$ cat src/rtl/core/avsfrq_pkg.sv
// package for the frame release queue: transaction types, command, action
// and register codes, and the cell control struct
// no dependencies
`default_nettype none

package avsfrq_pkg;

	localparam int unsigned CFG_INDEX_W = 2;
	localparam int unsigned CFG_DATA_W  = 32;

	// command codes
	localparam logic [2:0] CMD_PUSH   = 3'd0;
	localparam logic [2:0] CMD_TICK   = 3'd1;
	localparam logic [2:0] CMD_START  = 3'd2;
	localparam logic [2:0] CMD_STOP   = 3'd3;
	localparam logic [2:0] CMD_PAUSE  = 3'd4;
	localparam logic [2:0] CMD_RESUME = 3'd5;
	localparam logic [2:0] CMD_FLUSH  = 3'd6;

	// action codes
	localparam logic [1:0] ACT_RENDER   = 2'd0;
	localparam logic [1:0] ACT_LATE     = 2'd1;
	localparam logic [1:0] ACT_OVERFLOW = 2'd2;

	// register indexes
	localparam logic [CFG_INDEX_W-1:0] REG_LATE_LIMIT   = 2'd0;
	localparam logic [CFG_INDEX_W-1:0] REG_EARLY_WINDOW = 2'd1;

	localparam logic [CFG_DATA_W-1:0] LATE_LIMIT_RESET   = 32'd40000;
	localparam logic [CFG_DATA_W-1:0] EARLY_WINDOW_RESET = 32'd5000;

	typedef struct packed {
		logic [2:0]         command;
		logic signed [63:0] frame_pts;
		logic [15:0]        frame_handle;
		logic signed [63:0] clock_now;
	} cmd_t;

	typedef struct packed {
		logic [15:0] out_handle;
		logic [1:0]  action;
	} evt_t;

	// one queued frame
	typedef struct packed {
		logic signed [63:0] pts;
		logic [15:0]        handle;
	} entry_t;

	typedef struct packed {
		logic shift;
		logic load;
	} cell_ctrl_t;

endpackage

`default_nettype wire

$ cat src/rtl/core/avsfrq_cell.sv
// one slot of the shifting frame queue
// depends on avsfrq_pkg
`default_nettype none

module avsfrq_cell (
	input  wire logic                clk,
	input  wire avsfrq_pkg::cell_ctrl_t ctrl,
	input  wire avsfrq_pkg::entry_t  load_data,
	input  wire avsfrq_pkg::entry_t  next_data,
	output avsfrq_pkg::entry_t       data
);
	import avsfrq_pkg::*;

	entry_t data_q;

	// load wins over shift: the new frame lands after the queue moved
	always_ff @(posedge clk) begin
		if (ctrl.load) begin
			data_q <= load_data;
		end else if (ctrl.shift) begin
			data_q <= next_data;
		end
	end

	assign data = data_q;

endmodule

`default_nettype wire

$ cat src/rtl/core/av_sync_frame_release_queue.sv
// top level of the frame release queue: command decode, run flags, late and
// early compare, result register and the row of queue cells
// depends on avsfrq_pkg and avsfrq_cell
`default_nettype none

// usage
//   cmd channel (cmd_valid/cmd_stall/cmd_data) carries push, tick, start,
//   stop, pause, resume and flush commands. a transaction is taken at a
//   rising edge with cmd_valid high and cmd_stall low.
//   evt channel (evt_valid/evt_stall/evt_data) returns at most one result
//   per command: a released frame, a late drop or an overflow drop.
//   cfg channel (cfg_valid/cfg_ready/cfg_index/cfg_data) writes the late
//   limit (index 0) and early window (index 1); cfg_ready is always high.
// timing
//   every command is handled in the cycle it is taken, by the 65-bit delay
//   subtract and compare on the head cell; commands go back to back while
//   cmd_stall is low. a result shows on evt in the cycle after its command.
//   queue storage is a row of QUEUE_DEPTH cells; a pop shifts every cell
//   one place toward the head, a push loads the cell after the last frame.
// reset
//   stopped, not paused, queue empty, registers at their defaults.
// stall
//   the result register holds while evt_stall is high; cmd_stall is raised
//   only while a held result is waiting, so commands keep flowing otherwise.
module av_sync_frame_release_queue #(
	parameter int unsigned QUEUE_DEPTH = 8
) (
	input  wire logic                                clk,
	input  wire logic                                arst_n,
	input  wire logic                                cmd_valid,
	output logic                                     cmd_stall,
	input  wire avsfrq_pkg::cmd_t                    cmd_data,
	output logic                                     evt_valid,
	input  wire logic                                evt_stall,
	output avsfrq_pkg::evt_t                         evt_data,
	input  wire logic                                cfg_valid,
	output logic                                     cfg_ready,
	input  wire logic [avsfrq_pkg::CFG_INDEX_W-1:0]  cfg_index,
	input  wire logic [avsfrq_pkg::CFG_DATA_W-1:0]   cfg_data
);
	import avsfrq_pkg::*;

	localparam int unsigned CNT_W = $clog2(QUEUE_DEPTH + 1);
	localparam logic [CNT_W-1:0] FULL_COUNT = CNT_W'(QUEUE_DEPTH);

	// control state
	logic [CNT_W-1:0]      count_q;
	logic                  running_q;
	logic                  paused_q;
	logic [CFG_DATA_W-1:0] late_limit_q;
	logic [CFG_DATA_W-1:0] early_window_q;
	logic                  evt_valid_q;
	evt_t                  evt_data_q;

	// cell row
	entry_t     cell_data [QUEUE_DEPTH];
	cell_ctrl_t cell_ctrl [QUEUE_DEPTH];
	entry_t     new_entry;

	logic             accept;
	logic             push_ok;
	logic             tick_ok;
	logic             pop_ovf;
	logic             pop_late;
	logic             pop_rend;
	logic             pop;
	logic             clear;
	logic             full;
	logic [CNT_W-1:0] slot;
	logic [CNT_W-1:0] count_d;

	// delay compare; saturating the delay never changes the outcome since
	// both thresholds lie well inside the 64-bit range, so compare exactly
	logic signed [64:0] delay;
	logic signed [65:0] late_sum;
	logic               is_late;
	logic               is_early;

	assign cfg_ready = 1'b1;

	// hold off new commands only while a result is stuck at the output
	assign cmd_stall = evt_valid_q && evt_stall;
	assign accept    = cmd_valid && !cmd_stall;

	assign full = (count_q == FULL_COUNT);

	assign delay    = {cell_data[0].pts[63], cell_data[0].pts}
	                - {cmd_data.clock_now[63], cmd_data.clock_now};
	assign late_sum = {delay[64], delay} + {34'd0, late_limit_q};
	assign is_late  = late_sum[65];
	assign is_early = ($signed({delay[64], delay}) < $signed({34'd0, early_window_q}));

	assign push_ok  = accept && (cmd_data.command == CMD_PUSH) && running_q;
	assign tick_ok  = accept && (cmd_data.command == CMD_TICK) && running_q
	                  && !paused_q && (count_q != '0);
	assign pop_ovf  = push_ok && full;
	assign pop_late = tick_ok && is_late;
	assign pop_rend = tick_ok && !is_late && is_early;
	assign pop      = pop_ovf || pop_late || pop_rend;
	assign clear    = accept && ((cmd_data.command == CMD_STOP)
	                  || (cmd_data.command == CMD_FLUSH));

	// slot the new frame goes to, after any pop has shifted the row
	assign slot = count_q - CNT_W'(pop);

	always_comb begin
		if (clear) begin
			count_d = '0;
		end else begin
			count_d = count_q - CNT_W'(pop) + CNT_W'(push_ok);
		end
	end

	assign new_entry.pts    = cmd_data.frame_pts;
	assign new_entry.handle = cmd_data.frame_handle;

	for (genvar i = 0; i < QUEUE_DEPTH; i++) begin : g_cell
		entry_t next_data;

		if (i == QUEUE_DEPTH - 1) begin : g_tail
			assign next_data = new_entry;
		end else begin : g_body
			assign next_data = cell_data[i+1];
		end

		assign cell_ctrl[i].shift = pop;
		assign cell_ctrl[i].load  = push_ok && (slot == CNT_W'(i));

		avsfrq_cell u_cell (
			.clk       (clk),
			.ctrl      (cell_ctrl[i]),
			.load_data (new_entry),
			.next_data (next_data),
			.data      (cell_data[i])
		);
	end

	// queue count and run flags
	always_ff @(posedge clk or negedge arst_n) begin
		if (!arst_n) begin
			count_q   <= '0;
			running_q <= 1'b0;
			paused_q  <= 1'b0;
		end else begin
			count_q <= count_d;
			if (accept) begin
				case (cmd_data.command)
					CMD_START: begin
						if (!running_q) begin
							running_q <= 1'b1;
							paused_q  <= 1'b0;
						end
					end
					CMD_STOP: begin
						running_q <= 1'b0;
						paused_q  <= 1'b0;
					end
					CMD_PAUSE: begin
						if (running_q) begin
							paused_q <= 1'b1;
						end
					end
					CMD_RESUME: begin
						if (running_q) begin
							paused_q <= 1'b0;
						end
					end
					default: begin
					end
				endcase
			end
		end
	end

	// configuration registers
	always_ff @(posedge clk or negedge arst_n) begin
		if (!arst_n) begin
			late_limit_q   <= LATE_LIMIT_RESET;
			early_window_q <= EARLY_WINDOW_RESET;
		end else if (cfg_valid && cfg_ready) begin
			case (cfg_index)
				REG_LATE_LIMIT:   late_limit_q   <= cfg_data;
				REG_EARLY_WINDOW: early_window_q <= cfg_data;
				default: begin
				end
			endcase
		end
	end

	// result register
	always_ff @(posedge clk or negedge arst_n) begin
		if (!arst_n) begin
			evt_valid_q <= 1'b0;
		end else if (pop) begin
			evt_valid_q <= 1'b1;
		end else if (!evt_stall) begin
			evt_valid_q <= 1'b0;
		end
	end

	always_ff @(posedge clk) begin
		if (pop) begin
			evt_data_q.out_handle <= cell_data[0].handle;
			if (pop_ovf) begin
				evt_data_q.action <= ACT_OVERFLOW;
			end else if (pop_late) begin
				evt_data_q.action <= ACT_LATE;
			end else begin
				evt_data_q.action <= ACT_RENDER;
			end
		end
	end

	assign evt_valid = evt_valid_q;
	assign evt_data  = evt_data_q;

	// checks
	a_count_bound: assert property (@(posedge clk) disable iff (!arst_n)
		count_q <= FULL_COUNT)
		else $error("queue count above depth");

	a_pop_nonempty: assert property (@(posedge clk) disable iff (!arst_n)
		pop |-> (count_q != '0))
		else $error("pop from an empty queue");

	a_stop_clears: assert property (@(posedge clk) disable iff (!arst_n)
		(accept && (cmd_data.command == CMD_STOP)) |=> (count_q == '0) && !running_q)
		else $error("stop left frames or run flag");

	a_push_grows: assert property (@(posedge clk) disable iff (!arst_n)
		(push_ok && !full) |=> (count_q == $past(count_q) + CNT_W'(1)))
		else $error("push into a non-full queue did not add a frame");

	a_result_held: assert property (@(posedge clk) disable iff (!arst_n)
		(evt_valid_q && evt_stall) |-> !pop)
		else $error("new result while a stalled one is waiting");

endmodule

`default_nettype wire

$ cat config.mk
export PLATFORM = sky130hd
export DESIGN_NAME = av_sync_frame_release_queue
export DESIGN_NICKNAME = d
export VERILOG_FILES = /design/src/rtl/core/avsfrq_pkg.sv /design/src/rtl/core/avsfrq_cell.sv /design/src/rtl/core/av_sync_frame_release_queue.sv
export SDC_FILE = /design/constraint.sdc
export NUM_CORES = 1
export LEC_CHECK = 0
export BUFFER_PORTS_ARGS = -buffer_cell sky130_fd_sc_hd__buf_2
export CORE_MARGIN = 2
export CORE_UTILIZATION = 65
export CTS_CLUSTER_SIZE = 24
export DETAILED_ROUTE_END_ITERATION = 10
export GPL_ROUTABILITY_DRIVEN = 0
export PLACE_DENSITY_LB_ADDON = 0.12
export SLEW_MARGIN = 20
export SYNTH_ARGS = -nofsm -noshare
export SYNTH_HDL_FRONTEND = slang
export SYNTH_SLANG_ARGS = --single-unit
export TNS_END_PERCENT = 5
$ cat constraint.sdc
create_clock -name clk -period 19.3 [get_ports clk]
set_clock_uncertainty 0.2 [all_clocks]
set_input_delay 3.86 -clock clk [delete_from_list [all_inputs] [get_ports clk]]
set_output_delay 3.86 -clock clk [all_outputs]
set_load 0.01 [all_outputs]
* After elaboration in Yosys (flattened, before gate mapping)
Cells that the tools add are included.
** Cells by class
- Equality and inequality tests :: 19
- Magnitude comparators :: 1
- Muxes and demuxes :: 25
- Reductions and logical operators :: 45
- $add $sub $neg :: 4
** Operators by type and width (number)
- $mux 80 :: 16
- $add 65x33->66 :: 1
- $lt 65x33->1 :: 1
- $sub 64x64->65 :: 1
- $logic_and 1x1->1 :: 21
- $reduce_bool 2->1 :: 9
- $eq 4x3->1 const B :: 4
- $eq 3x3->1 const B :: 3
- $eq 4x2->1 const B :: 2
- $reduce_bool 4->1 :: 2
- $eq 3x2->1 const B :: 2
- $mux 1 :: 6
- $ne 2x2->1 const B :: 3
- $reduce_and 2->1 :: 3
- $reduce_and 5->1 :: 1
- $add 4x1->4 :: 1
- $eq 4x1->1 const B :: 1
- $eq 4x4->1 const B :: 1
- $logic_not 4->1 :: 1
- $mux 4 :: 1
- $pmux 1 s4 :: 1
- $sub 4x1->4 :: 1
- $eq 3x1->1 const B :: 1
- $logic_not 1->1 :: 3
- other kinds (6) :: 8
** Word-level totals
- Input bits :: 186
- Register bits after elaboration :: 729
- Logic and storage cells :: 118
- Output and inout port bits :: 21

* Longest topological paths before layout
- Word-level depth :: 14
- Depth in mapped cells :: 33
- Mapped depth without buffers :: 30

* Hierarchy
Synthesis repeated with hierarchy kept, for this count alone.
** Second synthesis, totals
- Cell total of the unflattened synthesis :: 2610
- Area, all modules :: 40461.3 um^2
** By module, submodules not included
- avsfrq_cell :: cells an instance 170, times used 8, area an instance 3777.4 um^2, sequential area each 2402.3 um^2
- av_sync_frame_release_queue :: cells an instance 1250, times used 1, area an instance 10242.3 um^2, sequential area each 2329.7 um^2

* Least setup slack after synthesis
Ideal clock, no wire load.
- Kind :: input to register
- Start point :: input cmd_data[0] (netlist name)
- End point :: register g_cell[3].u_cell.data_q, in the netlist g_cell[3].u_cell.data[0] (enable)
- Data required time :: 17930 ps
- Setup slack :: 6417 ps
- Buffers on the path :: 3
- Arrival time :: 11513 ps
- Library setup time :: 1170 ps
- Cell stages on the path :: 25
- Path through :: ha_1 > fa_1 > nand2b_1 > a21oi_1 > o21ai_0 > nand3_1 > a21oi_1 > o21ai_0 > xor2_1 > ha_1 > a21o_1 > a2111oi_0 > o2111ai_1 > nor4b_1 > nand4_1 > or4_1 > buf_6 > nand2_1 > ha_1 > ha_1 > clkbuf_1 > inv_1 > nand4_1 > clkbuf_1 > nand4b_1
** On the way
- Word-level cells in the longest chain between the ends :: 10
- Elaborated cells on any way between the ends :: 13
- Classes of those cells :: 3 x add/sub; 1 x order compare; 1 x eq/ne; 8 x reduce/logical
** Ends and longest elaborated chain
- from (decl) :: line av_sync_frame_release_queue.sv:32 : input wire avsfrq_pkg::cmd_t cmd_data,
- $sub 64x64->65 (*) :: line av_sync_frame_release_queue.sv:88 : - {cmd_data.clock_now[63], cmd_data.clock_now};
- $add 65x33->66 :: line av_sync_frame_release_queue.sv:89 : assign late_sum = {delay[64], delay} + {34'd0, late_limit_q};
- $logic_not 1->1 :: line av_sync_frame_release_queue.sv:98 : assign pop_rend = tick_ok && !is_late && is_early;
- $logic_and 1x1->1 (2 in series) :: line av_sync_frame_release_queue.sv:98
- $logic_or 1x1->1 (*) :: line av_sync_frame_release_queue.sv:99 : assign pop = pop_ovf || pop_late || pop_rend;
- net pop :: line av_sync_frame_release_queue.sv:66 : logic pop;
- $sub 4x1->4 :: line av_sync_frame_release_queue.sv:104 : assign slot = count_q - CNT_W'(pop);
- $eq 4x2->1 :: line av_sync_frame_release_queue.sv:127 : assign cell_ctrl[i].load = push_ok && (slot == CNT_W'(i));
- $logic_and 1x1->1 :: line av_sync_frame_release_queue.sv:127
- $reduce_bool 2->1 (no source line) (*)
- to (signal assigned) :: line avsfrq_cell.sv:19 : data_q <= load_data;
- to (signal assigned) :: line avsfrq_cell.sv:21 : data_q <= next_data;
- to (decl) :: line avsfrq_cell.sv:14 : entry_t data_q;
The timed path passes the listed nets; every way through them passes the cells marked *.
A chain may end at the register's enable or synchronous reset.

* Final worst setup path
- Start point :: input cmd_data[8] (netlist name)
- End point :: register g_cell[1].u_cell.data_q, in the netlist g_cell[1].u_cell.data[54] (enable)
** On the way
- Word-level cells in the longest chain between the ends :: 10
- Elaborated cells on any way between the ends :: 13
- Classes of those cells :: 3 x add/sub; 1 x order compare; 1 x eq/ne; 8 x reduce/logical
** Ends and longest elaborated chain (line)
- $sub 64x64->65 (*) :: av_sync_frame_release_queue.sv:88
- $add 65x33->66 :: av_sync_frame_release_queue.sv:89
- $logic_not 1->1 :: av_sync_frame_release_queue.sv:98
- $logic_and 1x1->1 (2 in series) :: av_sync_frame_release_queue.sv:98
- $logic_or 1x1->1 (*) :: av_sync_frame_release_queue.sv:99
- net pop :: av_sync_frame_release_queue.sv:66
- $sub 4x1->4 :: av_sync_frame_release_queue.sv:104
- $eq 4x1->1 :: av_sync_frame_release_queue.sv:127
- $logic_and 1x1->1 :: av_sync_frame_release_queue.sv:127
- $reduce_bool 2->1 (no source line) (*)
- to (signal assigned) :: avsfrq_cell.sv:19
- to (signal assigned) :: avsfrq_cell.sv:21
- to (decl) :: avsfrq_cell.sv:14
Marked as above.

==> metrics.cfg <==
[place]
place_inst=3318
dp_hpwl_um=56100
io_buffers=205

[pwr]
power_switching_share_pct=25.1
p_comb_share_pct=12.3
p_int_mw=2.74
ir_drop_uv=93.0
power_frac_clock_pct=38.2
seqPwrFrac_pct=49.6
power_density_nw_per_um2=91.7
leakage_nw=14.6
report.power.total_mw=3.66
p_sw_mw=0.919

[synth]
synthArstFlopShare_pct=9.74
synthFlopType=edfxtp_1
synth.cell_area_um2=35700
synth_compound_area_share_pct=5.86
synth.largest_area_cell=edfxtp_1
yosysSeqAreaShare_pct=60.3
synth_top_area_share_pct=55.3
synthAdderAreaFrac_pct=4.64
synth_top_family_by_area=multiplexers
synth_xor_xnor_area_share_pct=1.32
synth_edf_count=658
synth_fp_nets=2814
yosys_warnings=0
ys_seq_elements=729
muxShareOfSynthArea_pct=19.8
netlist_top_cells_area=edfxtp_1, mux2_2, ha_1
syn_inst=2496
synth_simple_gate_area_share_pct=5.58
yosysUniqueCellTypes=79
syn_avg_cell_area_um2=14.3

[min_path]
hold_class=reg -> reg

[drt]
remaining_drc_errors=0
antenna_left=0
drt-pass1-iter-count=6
drt_iter0_drc=2040
via_per_inst=6.42
avgRoutedWirePerCell_um=23.9
wl_um=82700
vias=22198

[floorplanning]
core_area_um2=54100
ioPinCount=207
die_h_um=238
start_util_pct=66.0
die_x_um=238
die_area_um2=56900
rows=85

[sta]
hold_slack_ns=0.218
tns_ns=0
rsz0062_at_grt=no
hold_violations=0
fmax_mhz=81.0
drv_slew=0
slew-limit-headroom_pct=33.5
min_period_ns=12.35
worst_pin_slew_ns=0.998
min_period_over_period_pct=64.0
setup_viol=0

[cells_and_area]
register_area_um2=21500
fillers=3446
nNetsFinal=3017
most-common-layout-cells=edfxtp_1, mux2_2, buf_2, ha_1, inv_1
layout_commonest_cell=edfxtp_1
drive_gt1_share_pct=36.0
multiInputGateArea_um2=13400
area_delta_synth_final_pct=11.6
layoutNonFillerInstCount=3457

[status]
status=finished clean

[setup_path]
worstPathArrival_ns=12.38
worstPathMaxFanout=44
crit_path_max_incr_delay_ns=0.86
setup.worst_path.end_class=flop
crit_buf_inv=3
crit_slowest_cell=or4_1
critical-path-top-delay-family=simple AND/OR/NAND/NOR gates
cp.required_ns=19.33
worstSetupStartpointType=primary input
path_common_cell=nand2_1
path_class=in -> reg

[clocking]
clk_latency_ns=0.64
cts.path.max_buffers=3
clk_pin_slew_worst_paths_ns=0.06
htree_levels=3
hold_buffers=0
clkSinkCount=729
cts-buffers-inserted=75
cts_resized=0
cts_tree=yes
cts_setup_buffers=0
clock-root-buffer=clkbuf_16

[global_routing]
grt_pass1_wl_um=129000
grt_max_degree=72
grt_antenna_before_repair=4
grt_pass1_vias=22494
grt_usage_pct=29.4
grt.overflow.total=0

[flow_run]
maxCapViolCount=0

## worst register-to-register path: cells and delay by family (launching register included)
family	cells	cell delay, ns
DFF	1	0.43
adders and majority gates	3	0.91
buffers and inverters	1	0.62
AOI/OAI and AO/OA	8	1.96
and+or+nand+nor	14	4.23
xor gates and xnor gates	2	0.65
## worst paths after layout
kind                                           start                   endpoint  slack [ns]  depth (start not counted)
max reg2reg                g_cell[0].u_cell.data[25]  g_cell[1].u_cell.data[54]        9.91                         28
max                                      cmd_data[8]  g_cell[1].u_cell.data[54]        6.95                         30
min in group asynchronous                     arst_n         early_window_q[10]        3.28                          2
min                         g_cell[0].u_cell.data[7]                evt_data[9]        0.22                          0
min reg2reg                 g_cell[0].u_cell.data[7]                evt_data[9]        0.22                          0
max in group asynchronous                     arst_n         early_window_q[31]       15.05                          2
## power by group through the flow
stage | clock network, mW | logic [mW] | registers (mW)
floorplan | 0 | 0.291 | 1.84
global placement | 0 | 0.416 | 1.84
detailed placement | 0 | 0.435 | 1.84
CTS | 1.42 | 0.439 | 1.81
global route | 1.47 | 0.490 | 1.82
finish | 1.40 | 0.449 | 1.81
## registers in the layout (all words and copies together), names as in the netlist
| signal | flops |
|---|---|
| paused_q | 1 |
| early_window_q | 32 |
| evt_valid | 1 |
| running_q | 1 |
| evt_data | 18 |
| late_limit_q | 32 |
| count_q | 4 |
| g_cell.u_cell.data | 640 |
## per-stage QoR
| step | area (um2) | setup WS, ns | util (%) |
|---|---|---|---|
| 2_1_floorplan | 35700 | 6.42 | - |
| 3_3_place_gp | 37500 | 6.97 | 69.3 |
| 3_5_place_dp | 37500 | 6.67 | 69.3 |
| 4_1_cts | 39900 | 7.24 | 73.7 |
| 5_1_grt | 39900 | 6.49 | 73.7 |
| 6_report | 39900 | 6.95 | 73.7 |
## routing by layer
metal,wire length (um),global-route usage [%],vias up
met5,14,0,-
met4,2290,8.39,2
met3,5660,4.30,186
met2,39700,48.7,940
met1,35000,41.1,11091
li1,-,-,9979
## cell usage after synthesis (5+ instances only)
cell and count:
edfxtp_1 658, mux2_2 625, ha_1 131, inv_1 121, a21oi_1 111, nand2_1 101
nor2_1 97, clkbuf_1 80, o21ai_0 66, dfrtp_1 61, nand4_1 51, nor3_1 29
xnor2_1 29, a21o_1 25, xor2_1 25, nand3_1 23, buf_2 21, o21a_1 17
a211oi_1 14, nor4_1 13, a31oi_1 12, o21ai_1 12, nor2b_1 11, dfstp_2 10
and2_1 9, and4_1 9, nand2b_1 8, o31ai_1 8, o211ai_1 7, o221ai_1 7
o2111ai_1 6, a21boi_0 5, and3_1 5
## cell type report
type / instances / share of cell area, %
timing repair buffer: 232 / 3.08
antenna: 2 / 0.0126
clock inverter: 41 / 0.907
inverter: 121 / 1.14
clock buffer: 96 / 5.06
tap: 696 / 2.18
sequential: 729 / 54.0
multi-input combinational: 1540 / 33.6
## cells by family (layout without fill, tap and decap cells)
family / count (synthesis) / count (layout)
other: 1 / 3
multiplexers: 628 / 628
buffers and inverters: 227 / 490
adder cells (fa/ha/maj): 132 / 132
flip-flops: 729 / 729
XOR/XNOR: 54 / 54
AO/OA/AOI/OAI: 333 / 333
AND/OR/NAND/NOR: 392 / 392
No activity file was read; power rests on OpenSTA's default activity.
